### src/rtl/core/script_text_normalizer_macros.svh
// ----------------------------------------------------------------------------
// Script text normalizer assertion macros
// Concurrent assertion wrappers on clk and rst_n. They compile to nothing
// when NO_ASSERTIONS is defined.
// ----------------------------------------------------------------------------
`ifndef SCRIPT_TEXT_NORMALIZER_MACROS_SVH
`define SCRIPT_TEXT_NORMALIZER_MACROS_SVH

`ifndef NO_ASSERTIONS

`define STN_ASSERT(label, prop, msg) \
  label: assert property (@(posedge clk) disable iff (!rst_n) prop) \
    else $error(msg);

`define STN_ASSERT_NEVER(label, cond, msg) \
  label: assert property (@(posedge clk) disable iff (!rst_n) !(cond)) \
    else $error(msg);

`else

`define STN_ASSERT(label, prop, msg)

`define STN_ASSERT_NEVER(label, cond, msg)

`endif

`endif

### src/rtl/core/stn_pkg.sv
// ----------------------------------------------------------------------------
// Script text normalizer package
// Decoder modes, byte codes, queue sizing and the run entry type.
// ----------------------------------------------------------------------------
`default_nettype none

package stn_pkg;

  localparam int Q_DEPTH = 4;
  localparam int Q_AW    = $clog2(Q_DEPTH);

  localparam logic [7:0] BYTE_NUL  = 8'h00;
  localparam logic [7:0] BYTE_TAB  = 8'h09;
  localparam logic [7:0] BYTE_LF   = 8'h0A;
  localparam logic [7:0] BYTE_CR   = 8'h0D;
  localparam logic [7:0] BYTE_SP   = 8'h20;
  localparam logic [7:0] BYTE_LT   = 8'h3C;
  localparam logic [7:0] BYTE_EQ   = 8'h3D;
  localparam logic [7:0] BYTE_GT   = 8'h3E;
  localparam logic [7:0] BYTE_80   = 8'h80;
  localparam logic [7:0] BYTE_89   = 8'h89;
  localparam logic [7:0] BYTE_A0   = 8'hA0;
  localparam logic [7:0] BYTE_A4   = 8'hA4;
  localparam logic [7:0] BYTE_A5   = 8'hA5;
  localparam logic [7:0] BYTE_AC   = 8'hAC;
  localparam logic [7:0] BYTE_AD   = 8'hAD;
  localparam logic [7:0] BYTE_B2   = 8'hB2;
  localparam logic [7:0] BYTE_B3   = 8'hB3;
  localparam logic [7:0] BYTE_BF   = 8'hBF;
  localparam logic [7:0] BYTE_C2   = 8'hC2;
  localparam logic [7:0] BYTE_E0   = 8'hE0;
  localparam logic [7:0] BYTE_E2   = 8'hE2;
  localparam logic [7:0] BYTE_F0   = 8'hF0;
  localparam logic [7:0] BYTE_F4   = 8'hF4;

  typedef enum logic [6:0] {
    MODE_NORMAL   = 7'b0000001,
    MODE_AFTER_C2 = 7'b0000010,
    MODE_BLANKS   = 7'b0000100,
    MODE_AFTER_E2 = 7'b0001000,
    MODE_E2_89    = 7'b0010000,
    MODE_COPY     = 7'b0100000,
    MODE_AFTER_CR = 7'b1000000
  } mode_t;

  // All result bytes caused by one input transaction.
  typedef struct packed {
    logic [1:0] cnt;
    logic [7:0] b0;
    logic [7:0] b1;
    logic [7:0] b2;
    logic       done;
  } run_t;

endpackage

`default_nettype wire

### src/rtl/core/stn_front.sv
// ----------------------------------------------------------------------------
// Script text normalizer front end
// Decodes one input byte per cycle unless the queue is full; pushes its run.
// ----------------------------------------------------------------------------
`default_nettype none

module stn_front (
  input  wire logic          clk,
  input  wire logic          rst_n,
  input  wire logic          in_valid,
  output logic               in_ready,
  input  wire logic [7:0]    in_byte,
  input  wire logic          in_end_of_text,
  input  wire logic          q_full,
  output logic               q_push,
  output stn_pkg::run_t      q_run,
  output stn_pkg::mode_t     front_mode
);
  import stn_pkg::*;

  typedef struct packed {
    mode_t      mode;
    logic [1:0] rem;
    run_t       run;
  } dec_t;

  mode_t      mode_r, mode_nxt;
  logic [1:0] rem_r, rem_nxt;
  run_t       run;
  logic       accept;

  function automatic dec_t normal_fn(input logic [7:0] b, input logic [1:0] rem);
    dec_t d;
    d      = '0;
    d.mode = MODE_NORMAL;
    d.rem  = rem;
    if (b == BYTE_C2) begin
      d.mode = MODE_AFTER_C2;
    end else if (b == BYTE_E2) begin
      d.mode = MODE_AFTER_E2;
    end else if (b == BYTE_AD) begin
      d.run.cnt = 2'd2; d.run.b0 = BYTE_LT; d.run.b1 = BYTE_GT;
    end else if (b == BYTE_B2) begin
      d.run.cnt = 2'd2; d.run.b0 = BYTE_LT; d.run.b1 = BYTE_EQ;
    end else if (b == BYTE_B3) begin
      d.run.cnt = 2'd2; d.run.b0 = BYTE_GT; d.run.b1 = BYTE_EQ;
    end else if (b >= BYTE_C2 && b <= BYTE_F4) begin
      d.run.cnt = 2'd1; d.run.b0 = b;
      d.rem     = (b >= BYTE_F0) ? 2'd3 : ((b >= BYTE_E0) ? 2'd2 : 2'd1);
      d.mode    = MODE_COPY;
    end else if (b == BYTE_CR) begin
      d.run.cnt = 2'd1; d.run.b0 = BYTE_LF;
      d.mode    = MODE_AFTER_CR;
    end else begin
      d.run.cnt = 2'd1; d.run.b0 = b;
    end
    return d;
  endfunction

  // After a continuation mark: blanks are swallowed, anything else closes
  // the continuation with one space.
  function automatic dec_t blank_fn(input logic [7:0] b, input logic [1:0] rem);
    dec_t d;
    dec_t n;
    d      = '0;
    d.rem  = rem;
    n      = normal_fn(b, rem);
    if (b == BYTE_SP || b == BYTE_TAB) begin
      d.mode = MODE_BLANKS;
    end else if (b == BYTE_CR) begin
      d.run.cnt = 2'd1; d.run.b0 = BYTE_SP;
      d.mode    = MODE_AFTER_CR;
    end else if (b == BYTE_LF) begin
      d.run.cnt = 2'd1; d.run.b0 = BYTE_SP;
      d.mode    = MODE_NORMAL;
    end else begin
      d.mode    = n.mode;
      d.rem     = n.rem;
      d.run.cnt = n.run.cnt + 2'd1;
      d.run.b0  = BYTE_SP;
      d.run.b1  = n.run.b0;
      d.run.b2  = n.run.b1;
    end
    return d;
  endfunction

  always_comb begin
    dec_t d;
    d = '0;
    d.mode = mode_r;
    d.rem  = rem_r;
    if (in_end_of_text) begin
      d.mode = MODE_NORMAL;
      d.rem  = 2'd0;
      unique case (mode_r)
        MODE_AFTER_C2, MODE_BLANKS: begin
          d.run.cnt = 2'd2; d.run.b0 = BYTE_SP; d.run.b1 = BYTE_NUL;
        end
        MODE_AFTER_E2: begin
          d.run.cnt = 2'd2; d.run.b0 = BYTE_E2; d.run.b1 = BYTE_NUL;
        end
        MODE_E2_89: begin
          d.run.cnt = 2'd3; d.run.b0 = BYTE_E2; d.run.b1 = BYTE_89;
          d.run.b2  = BYTE_NUL;
        end
        default: begin
          d.run.cnt = 2'd1; d.run.b0 = BYTE_NUL;
        end
      endcase
      d.run.done = 1'b1;
    end else if (in_byte != BYTE_NUL) begin
      unique case (mode_r)
        MODE_AFTER_C2: begin
          if (in_byte == BYTE_AC) begin
            d.mode = MODE_BLANKS;
          end else if (in_byte >= BYTE_80 && in_byte <= BYTE_BF) begin
            d.run.cnt = 2'd2; d.run.b0 = BYTE_C2; d.run.b1 = in_byte;
            d.mode    = MODE_NORMAL;
          end else begin
            d = blank_fn(in_byte, rem_r);
          end
        end
        MODE_BLANKS: d = blank_fn(in_byte, rem_r);
        MODE_AFTER_E2: begin
          if (in_byte == BYTE_89) begin
            d.mode = MODE_E2_89;
          end else begin
            d.run.cnt = 2'd2; d.run.b0 = BYTE_E2; d.run.b1 = in_byte;
            d.rem     = 2'd1;
            d.mode    = MODE_COPY;
          end
        end
        MODE_E2_89: begin
          d.mode    = MODE_NORMAL;
          d.run.cnt = 2'd2;
          if (in_byte == BYTE_A0) begin
            d.run.b0 = BYTE_LT; d.run.b1 = BYTE_GT;
          end else if (in_byte == BYTE_A4) begin
            d.run.b0 = BYTE_LT; d.run.b1 = BYTE_EQ;
          end else if (in_byte == BYTE_A5) begin
            d.run.b0 = BYTE_GT; d.run.b1 = BYTE_EQ;
          end else begin
            d.run.cnt = 2'd3; d.run.b0 = BYTE_E2; d.run.b1 = BYTE_89;
            d.run.b2  = in_byte;
          end
        end
        MODE_COPY: begin
          d.run.cnt = 2'd1; d.run.b0 = in_byte;
          d.rem     = (rem_r != 2'd0) ? rem_r - 2'd1 : 2'd0;
          d.mode    = (d.rem == 2'd0) ? MODE_NORMAL : MODE_COPY;
        end
        MODE_AFTER_CR: begin
          if (in_byte == BYTE_LF) begin
            d.mode = MODE_NORMAL;
          end else begin
            d = normal_fn(in_byte, rem_r);
          end
        end
        default: d = normal_fn(in_byte, rem_r);
      endcase
    end
    mode_nxt = d.mode;
    rem_nxt  = d.rem;
    run      = d.run;
  end

  assign in_ready   = !q_full;
  assign accept     = in_valid && in_ready;
  assign q_push     = accept && (run.cnt != 2'd0);
  assign q_run      = run;
  assign front_mode = mode_r;

  always_ff @(posedge clk) begin
    if (!rst_n) begin
      mode_r <= MODE_NORMAL;
      rem_r  <= 2'd0;
    end else if (accept) begin
      mode_r <= mode_nxt;
      rem_r  <= rem_nxt;
    end
  end

endmodule

`default_nettype wire

### src/rtl/core/stn_queue.sv
// ----------------------------------------------------------------------------
// Script text normalizer run queue
// Small FIFO of result runs between the decoder and the output serializer.
// ----------------------------------------------------------------------------
`default_nettype none

module stn_queue (
  input  wire logic                 clk,
  input  wire logic                 rst_n,
  input  wire logic                 push,
  input  wire stn_pkg::run_t        push_run,
  output logic                      full,
  input  wire logic                 pop,
  output logic                      head_valid,
  output stn_pkg::run_t             head_run,
  output logic [stn_pkg::Q_AW:0]    level
);
  import stn_pkg::*;

  run_t            entry_r [Q_DEPTH];
  logic [Q_AW-1:0] wr_ptr_r, rd_ptr_r;
  logic [Q_AW:0]   count_r, count_nxt;
  logic            do_push, do_pop;

  assign full       = (count_r == (Q_AW+1)'(Q_DEPTH));
  assign head_valid = (count_r != '0);
  assign head_run   = entry_r[rd_ptr_r];
  assign level      = count_r;
  assign do_push    = push && !full;
  assign do_pop     = pop && head_valid;

  always_comb begin
    count_nxt = count_r;
    if (do_push && !do_pop) begin
      count_nxt = count_r + 1'b1;
    end else if (do_pop && !do_push) begin
      count_nxt = count_r - 1'b1;
    end
  end

  always_ff @(posedge clk) begin
    if (!rst_n) begin
      wr_ptr_r <= '0;
      rd_ptr_r <= '0;
      count_r  <= '0;
    end else begin
      if (do_push) wr_ptr_r <= wr_ptr_r + 1'b1;
      if (do_pop)  rd_ptr_r <= rd_ptr_r + 1'b1;
      count_r <= count_nxt;
    end
  end

  always_ff @(posedge clk) begin
    if (do_push) entry_r[wr_ptr_r] <= push_run;
  end

endmodule

`default_nettype wire

### src/rtl/core/stn_back.sv
// ----------------------------------------------------------------------------
// Script text normalizer back end
// Serializes queued runs into single result bytes through an output register.
// ----------------------------------------------------------------------------
`default_nettype none

module stn_back (
  input  wire logic          clk,
  input  wire logic          rst_n,
  input  wire logic          head_valid,
  input  wire stn_pkg::run_t head_run,
  output logic               pop,
  output logic               out_valid,
  input  wire logic          out_ready,
  output logic [7:0]         out_byte,
  output logic               out_last_of_run,
  output logic               out_text_done
);
  import stn_pkg::*;

  logic       valid_r;
  logic [7:0] byte_r;
  logic       last_r, done_r;
  logic [1:0] idx_r;
  logic       load, is_last;
  logic [7:0] sel_byte;

  always_comb begin
    case (idx_r)
      2'd0:    sel_byte = head_run.b0;
      2'd1:    sel_byte = head_run.b1;
      default: sel_byte = head_run.b2;
    endcase
  end

  assign is_last = (idx_r == head_run.cnt - 2'd1);
  assign load    = head_valid && (!valid_r || out_ready);
  assign pop     = load && is_last;

  always_ff @(posedge clk) begin
    if (!rst_n) begin
      valid_r <= 1'b0;
      idx_r   <= 2'd0;
    end else begin
      if (load) begin
        valid_r <= 1'b1;
        idx_r   <= is_last ? 2'd0 : idx_r + 2'd1;
      end else if (out_ready) begin
        valid_r <= 1'b0;
      end
    end
  end

  always_ff @(posedge clk) begin
    if (load) begin
      byte_r <= sel_byte;
      last_r <= is_last;
      done_r <= is_last && head_run.done;
    end
  end

  assign out_valid       = valid_r;
  assign out_byte        = byte_r;
  assign out_last_of_run = last_r;
  assign out_text_done   = done_r;

endmodule

`default_nettype wire

### src/rtl/core/script_text_normalizer.sv
// ----------------------------------------------------------------------------
// Script text normalizer
// Input channel in_*: one text byte per transaction, or an end-of-text mark.
// Output channel out_*: one normalized byte per transaction. out_last_of_run
// flags the final byte caused by an input transaction; out_text_done flags the
// zero terminator that closes the text.
// Throughput: one input transaction per cycle while in_ready is high and one
// output byte per cycle while out_ready is high. An input byte that expands
// to two or three bytes is sent out one byte at a time; the four-entry run
// queue absorbs short bursts of them before in_ready drops.
// Path: the first byte of a run is written into a queue entry and then
// loaded into the output register, which raises out_valid.
// Bytes that only change decoder state produce no output.
// Reset: decoder in normal mode, queue empty, out_valid low.
// Receiver stall: the output register holds its byte, the queue fills, and
// in_ready goes low while the queue is full.
// ----------------------------------------------------------------------------
`default_nettype none

`include "script_text_normalizer_macros.svh"

module script_text_normalizer (
  input  wire logic       clk,
  input  wire logic       rst_n,
  input  wire logic       in_valid,
  output logic            in_ready,
  input  wire logic [7:0] in_byte,
  input  wire logic       in_end_of_text,
  output logic            out_valid,
  input  wire logic       out_ready,
  output logic [7:0]      out_byte,
  output logic            out_last_of_run,
  output logic            out_text_done
);
  import stn_pkg::*;

  logic          q_full, q_push, q_pop, q_head_valid;
  run_t          q_run, q_head_run;
  logic [Q_AW:0] q_level;
  mode_t         front_mode;

  stn_front u_front (
    .clk            (clk),
    .rst_n          (rst_n),
    .in_valid       (in_valid),
    .in_ready       (in_ready),
    .in_byte        (in_byte),
    .in_end_of_text (in_end_of_text),
    .q_full         (q_full),
    .q_push         (q_push),
    .q_run          (q_run),
    .front_mode     (front_mode)
  );

  stn_queue u_queue (
    .clk        (clk),
    .rst_n      (rst_n),
    .push       (q_push),
    .push_run   (q_run),
    .full       (q_full),
    .pop        (q_pop),
    .head_valid (q_head_valid),
    .head_run   (q_head_run),
    .level      (q_level)
  );

  stn_back u_back (
    .clk             (clk),
    .rst_n           (rst_n),
    .head_valid      (q_head_valid),
    .head_run        (q_head_run),
    .pop             (q_pop),
    .out_valid       (out_valid),
    .out_ready       (out_ready),
    .out_byte        (out_byte),
    .out_last_of_run (out_last_of_run),
    .out_text_done   (out_text_done)
  );

  `STN_ASSERT(a_end_resets_mode, (in_valid && in_ready && in_end_of_text) |=> (front_mode == MODE_NORMAL), "decoder not in normal mode after end of text")
  `STN_ASSERT(a_done_is_last, (out_valid && out_text_done) |-> (out_last_of_run && (out_byte == BYTE_NUL)), "terminator is not a zero last byte")
  `STN_ASSERT(a_zero_only_done, (out_valid && (out_byte == BYTE_NUL)) |-> out_text_done, "zero byte emitted without terminator flag")
  `STN_ASSERT_NEVER(a_queue_overflow, q_level > (Q_AW+1)'(Q_DEPTH), "run queue level beyond depth")

endmodule

`default_nettype wire

### config.mk
export PLATFORM = sky130hd
export DESIGN_NAME = script_text_normalizer
export DESIGN_NICKNAME = d
export VERILOG_FILES = /design/src/rtl/core/stn_pkg.sv /design/src/rtl/core/stn_front.sv /design/src/rtl/core/stn_queue.sv /design/src/rtl/core/stn_back.sv /design/src/rtl/core/script_text_normalizer.sv
export VERILOG_INCLUDE_DIRS = /design/src /design/src/rtl/core
export SDC_FILE = /design/constraint.sdc
export NUM_CORES = 1
export LEC_CHECK = 0
export ABC_AREA = 1
export BUFFER_PORTS_ARGS = -buffer_cell sky130_fd_sc_hd__buf_2
export CAP_MARGIN = 20
export CORE_ASPECT_RATIO = 2
export CORE_MARGIN = 2
export CORE_UTILIZATION = 55
export CTS_BUF_LIST = sky130_fd_sc_hd__clkbuf_4 sky130_fd_sc_hd__clkbuf_8
export CTS_CLUSTER_SIZE = 28
export DETAILED_ROUTE_END_ITERATION = 12
export PLACE_DENSITY = 0.72
export SETUP_SLACK_MARGIN = 0.3
export SYNTH_ARGS = -nofsm -noshare
export SYNTH_HDL_FRONTEND = slang
export SYNTH_SLANG_ARGS = --single-unit
### constraint.sdc
create_clock -name clk -period 4.3 [get_ports clk]
set_input_delay 0.215 -clock clk [delete_from_list [all_inputs] [get_ports clk]]
set_output_delay 0.215 -clock clk [all_outputs]
set_load 0.01 [all_outputs]
==> results of run 1 <==
[per-stage QoR]
step	util, %	worst slack (ns)	area (um^2)	hold WS [ns]	instances
after floorplan	-	1.32	6980	0.314	737
after CTS	61.1	1.35	7620	0.0515	928
final	61.1	1.34	7620	0.0735	928
after global placement	58.1	1.32	7250	0.445	896
after detailed placement	58.1	1.24	7250	0.469	896
after global routing	61.1	1.02	7620	0.0685	928
[metal layers]
metal	part of all wire, %	vias up
met3	4.0	56
met4	5.0	0
met5	0	-
met1	35	2628
met2	56	214
li1	-	2601
[logic make-up (layout without fill, tap and decap cells)]
family / count (synthesis) / count (layout) / share of synthesized area [%]
compound gates: 167 / 167 / 13.6
xor+xnor: 1 / 1 / 0.126
fa+ha+maj: 8 / 8 / 1.54
buf+inv: 97 / 138 / 5.54
flops: 139 / 139 / 56.8
simple gates: 325 / 325 / 22.4
[cells in the mapped netlist, drive strengths merged]
cell     instances
inv             74
ha               7
nand3           38
o22ai           27
xor2             1
nand4            7
o221ai           1
o2111ai          1
o21ai           80
a31o             1
o211ai           5
nor3             8
a211oi           3
a31oi            4
clkbuf          17
nor4             1
edfxtp         118
a21oi           40
nand2          144
o21bai           1
nor2           127
o311ai           1
a221oi           2
fa               1
o32ai            1
dfxtp           21
buf              6
[worst max-delay path, cell delays in order (launching register included)]
cell and delay, ns:
dfxtp_1 0.33, inv_2 0.13, buf_4 0.42, nand2_1 0.09, nand3_1 0.08, nand2_1 0.07, xor2_1 0.19, o21bai_1 0.14
nand2_1 0.14, inv_2 0.10, nand2_1 0.10, ha_1 0.27, inv_1 0.10, fa_1 0.42, o21ai_0 0.20, a21oi_1 0.07
[state kept, by name (all words and copies together) (netlist names), named ones only]
name,cells
u_back.idx_r,2
u_back.out_last_of_run,1
u_queue.rd_ptr_r,2
u_front.front_mode,7
u_back.out_byte,8
u_queue.wr_ptr_r,2
u_front.rem_r,2
u_queue.entry_r,108
u_queue.level,3
u_back.out_text_done,1
u_back.out_valid,1
[power groups by stage]
stage	sequential, mW	clock, mW	combinational [mW]
2_1_floorplan	1.78	0	0.700
5_1_grt	1.74	1.05	1.19
4_1_cts	1.73	0.988	1.06
3_5_place_dp	1.76	0	1.06
6_report	1.73	0.980	1.05
3_3_place_gp	1.75	0	1.02
[layout by cell type (no fill, tap or decap), types with 2 or more instances in the layout]
cell / instances
a31oi_1: 3
nand3_1: 36
ha_1: 7
buf_4: 8
nor2_2: 11
nor3_2: 2
clkbuf_8: 17
a211oi_1: 3
edfxtp_1: 118
nor2_1: 100
nor3_1: 6
nand2_4: 7
nand2_2: 14
buf_2: 24
clkinvlp_4: 4
a21oi_1: 37
inv_6: 2
a221oi_1: 2
inv_8: 5
o211ai_1: 5
nand2_1: 123
dfxtp_1: 21
o22ai_1: 27
a21oi_2: 2
o21ai_0: 78
clkinv_4: 3
inv_2: 15
nand4_1: 7
inv_1: 59
nor2_4: 15
nand3_4: 2
[final cells by class]
cell class | instances | area share [%]
inverters | 74 | 3.64
clock inverters | 15 | 1.76
repair buffers | 32 | 2.36
multi-input cells | 501 | 34.7
well taps | 150 | 2.46
clock buffers | 17 | 3.07
flip-flops and latches | 139 | 52.0
[worst max-delay path by stage]
stage | from | endpoint | slack, ns | depth (start not counted)
after floorplan | u_front.front_mode[0] | u_queue.entry_r[0][0] | 1.32 | 11
after global placement | in_byte[6] | u_queue.level[1] | 1.32 | 18
after detailed placement | in_byte[6] | u_queue.level[1] | 1.24 | 18
after CTS | flop | u_queue.level[1] | 1.35 | 15
after global routing | flop | u_queue.level[2] | 1.02 | 18
final | flop | u_queue.level[1] | 1.34 | 15
==> out/qor.yml, run 1 <==
run_status: "completed"
clockBufferDepth: 2
filler_cells_inserted: 1101
hold-path-endpoint: "u_front.front_mode[0]"
groute.layer.met3.usage_pct: 4.14
final-hold-violation-count: 0
grt_start_max_net_pins: 55
initial_utilization_pct: 55.9
synth_area_leaders: "edfxtp_1 51%, nand2_1 6.6%, dfxtp_1 6.0%"
clk_pin_slew_worst_paths_ns: 0.09
rsz0062_at_grt: "no"
mappedNetlistNets: 758
design.core.area_um2: 12500
max_slew_violation_count: 0
clk-insertion-delay-late_ns: 0.44
worst_hold_path.num_cells: 2
setup_bufs_post_cts: 0
timing.critical_path.from_type: "flop"
route.detailed.wl_per_inst_um: 20.5
power_leakage_nw: 2.88
synthesis.area_per_instance_um2: 9.47
rows: 58
multi_input_area_um2: 2650
vias: 5499
min_path_type: "in2reg"
power.density_cell_area_nw_per_um2: 494
power.clock.fraction_pct: 26.1
setup_viol: 0
worstRegToRegCells: 15
arrival_ns: 3.29
timing_worst_slew_pin_value_ns: 1.02
critical_path.max_fanout: 46
worst_r2r_endpoint: "u_queue.level[1]"
final_period_minus_worst_setup_slack_ns: 2.96
portion_of_total_power_attributed_to_sequential_cells_pct: 45.9
track_usage_pct: 28.7
cap_viol_max_count: 0
tritoncts_clock_tree: "built"
slew-limit-headroom_pct: 31.7
finalWirelength_mm: 19.1
yosys_warnings: 0
vias_per_cell: 5.93
die_area_um2: 13700
path_class: "reg2reg"
total_power_mw: 3.76
p_sw_mw: 1.35
detail_route.first_pass.iterations: 6
detail-route-antenna-nets: 0
postSynthCellCount: 737
synth_cell_types: 41
comb_power_share_pct: 28.0
areaGrowthSynthToFinish_pct: 9.21
fp.dieW_um: 83.7
ctsHoldBuffers: 0
setup_total_negative_slack_ns: 0
synth-seq-area-share_pct: 56.8
end_kind: "flop"
peakVddDrop_v: 0.000332
post_cts_resized: 0
cts_buffers: 17
yosys.area.top_type_share_pct: 50.8
grt_util_met1_pct: 29.3
grt.met2_usage_pct: 54.7
top_level_ports: 25
cell_internal_pwr_mw: 2.41
grt_overflow: 0
global_route.peak_usage_layer: "met2"
yosys.area.top_type: "edfxtp_1"
die_h_um: 163
first_global_vias: 5515
final.setup_skew_ns: 0.0191
drt_first_iter_violations: 540
switching_share_pct: 35.8
drt_drc_violations_left: 0
ff2ff_setup_slack_ns: 1.34
worst_hold_startpoint: "rst_n"
worstPathRequired_ns: 4.63
final.period_utilization_pct: 68.8
seqCellArea_um2: 3960
routabilityCongestion: 1.03
wire_length_of_the_first_global_routing_pass_mm: 29.5
dp_hpwl_mm: 13.8
placement.io_buffers: 24
fmax_mhz: 338
tritoncts_num_sinks: 139
cts-root-buf: "clkbuf_8"
final_layout_size_suffix_gt1_share_pct: 17.5
synth.cell_area_um2: 6980
n_antenna_cell: 0
h_tree_level_count: 4
number_of_antenna_violations_at_the_first_check_in_global_routing: 0
final_nets: 786
synth_seq_cells: 139
Power figures use the tool's default switching activity.
==> run 2: changes to the inputs <==
Clock period 4.3 ns to 2.9 ns, I/O delays scaled along.
==> run 2 against run 1 <==
  * Count of clock-buffer cells in the layout stayed put
  * Critical path depth is 2 higher
  * Clock power grew 53%
  * Largest power group unchanged
  * Largest cell class unchanged
  * Sequential share of layout area shrank 3.2 points
  * Flip-flop and latch count is the same
  * Combinational power increased by 63%
  * Non-clock buffer count grew 45
  * Setup slack worse by 0.99 ns
  * Power rose by 54%
  * Register-to-register slack got worse by 0.99 ns
  * Clock skew is 0.0035 ns lower
  * First-iteration DRC count shrank 27%
==> out/qor.yml, run 2 (synthesis gave the netlist of run 1 again) <==
final_layout_size_suffix_gt1_share_pct: 25.3
fp.dieW_um: 83.7
critical_path.max_fanout: 7
power_leakage_nw: 3.15
dp_hpwl_mm: 15.4
clk-insertion-delay-late_ns: 0.45
cts_buffers: 17
reg2reg_from: "u_front.front_mode[5]"
clk_pin_slew_worst_paths_ns: 0.09
tritoncts_clock_tree: "built"
finalNonFillerCells: 973
track_usage_pct: 31.7
placedCellCount: 915
peakVddDrop_v: 0.000659
worst_setup_margin_ns: 0.352
end_kind: "flop"
initial_utilization_pct: 55.9
grt_start_max_net_pins: 45
die_h_um: 163
tritoncts_num_sinks: 139
placement.io_buffers: 24
rows: 58
design.core.area_um2: 12500
crit_path_start: "u_front.front_mode[5]"
areaGrowthSynthToFinish_pct: 17.0
dpl_worst_slack_ns: 0.0648
detail-route-antenna-nets: 0
first_global_vias: 6054
largest_register_ffs: 108
clockBufferDepth: 2
fmax_mhz: 392
path_class: "reg2reg"
run_status: "completed"
route.detailed.wl_per_inst_um: 21.6
detail_route.first_pass.iterations: 5
layout.cell_area.non_filler_um2: 8170
critPathMaxStageDelay_ns: 0.43
worstPathRequired_ns: 3.25
total_power_mw: 5.78
max_flop_register: "u_queue.entry_r"
worstPathBufferInverterCount: 3
die_area_um2: 13700
worst_hold_startpoint: "out_ready"
cp_cell_sequence: "nor2_4 -> nand2_4 -> nor2_4 -> buf_6 -> nor2_4 -> nand3_4 -> nand2_4 -> nand2_4 -> a21oi_4 -> nand3_4 -> nand2_4 -> inv_2 -> ha_4 -> inv_2 -> fa_2 -> o21ai_1 -> a21oi_1"
timing_worst_slew_pin_value_ns: 0.826
slew-limit-headroom_pct: 44.7
cp_top_family: "simple AND/OR/NAND/NOR gates"
grt_overflow: 0
vias_per_cell: 6.03
min_path_type: "in2reg"
number_of_antenna_violations_at_the_first_check_in_global_routing: 0
vias: 5869
arrival_ns: 2.90
setup_total_negative_slack_ns: 0
n_antenna_cell: 0
timing.critical_path.from_type: "flop"
crit_top_cell: "nand2_4"
max_slew_violation_count: 0
final_nets: 831
rsz0062_at_grt: "yes"
final-hold-violation-count: 0
hold_slack_ns: 0.101
power.density_cell_area_nw_per_um2: 708
final_period_minus_worst_setup_slack_ns: 2.55
setup_viol: 0
wire_length_of_the_first_global_routing_pass_mm: 32.2
top_level_ports: 25
final.setup_skew_ns: 0.0156
drt_first_iter_violations: 393
routabilityCongestion: 1.02
detailed_place.area_um2: 7450
cap_viol_max_count: 0
layout_commonest_cell: "edfxtp_1"
final.period_utilization_pct: 87.9
drt_drc_violations_left: 0
top_library_cells_by_usage_in_the_layout_fill_and_taps_aside: "118 x edfxtp_1, 116 x nand2_1, 98 x nor2_1, 74 x o21ai_0, 54 x inv_1"
final_core_utilization_pct: 65.4
critPathSlowestCell: "fa_2"
finalWirelength_mm: 21.1
cts-root-buf: "clkbuf_8"
ff2ff_setup_slack_ns: 0.35
h_tree_level_count: 4
[run 2: worst register-to-register path: stages (launching register included)]
cell	delay (ns)
dfxtp_4	0.37
nor2_4	0.05
nand2_4	0.11
nor2_4	0.07
buf_6	0.12
nor2_4	0.14
nand3_4	0.15
nand2_4	0.13
nand2_4	0.07
a21oi_4	0.20
nand3_4	0.11
nand2_4	0.07
inv_2	0.04
ha_4	0.14
inv_2	0.06
fa_2	0.43
o21ai_1	0.14
a21oi_1	0.05
[run 2: what timing repair did]
item / 4_1_cts / 5_1_grt
endpoints found under the setup margin: 3 / 18
setup buffers: 15 / 10
hold buffers: 1 / 0
gates resized for setup: 25 / 20
endpoints found under the hold margin: 1 / 0
pin swaps: 16 / 18
[run 2: path summary, 6_finish.rpt]
check | end | depth (start not counted)
worst min-delay path | u_back.out_valid | 4
worst max-delay path | u_queue.level[1] | 17
worst max register to register | u_queue.level[1] | 17
worst min register to register | u_queue.rd_ptr_r[0] | 2
[run 2: power by group]
part	internal, mW	switching [mW]
logic	0.575	1.14
registers	2.48	0.0933
clock network	0.638	0.860
total	3.69	2.09
[run 2: cell type report]
cell class,instances,area (um^2)
Fill cell,998,4320
Sequential cell,139,3980
Multi-Input combinational cell,501,2730
Timing Repair Buffer,77,607
Inverter,74,280
Clock buffer,17,234
Tap cell,150,188
Clock inverter,15,149
[run 2: layer usage]
metal	global-route usage [%]	routed length, um	up-vias
li1	-	-	2706
met1	30.1	6900	2797
met2	61.0	11900	263
met3	5.10	867	103
met4	21.1	1430	0
met5	0	0	-
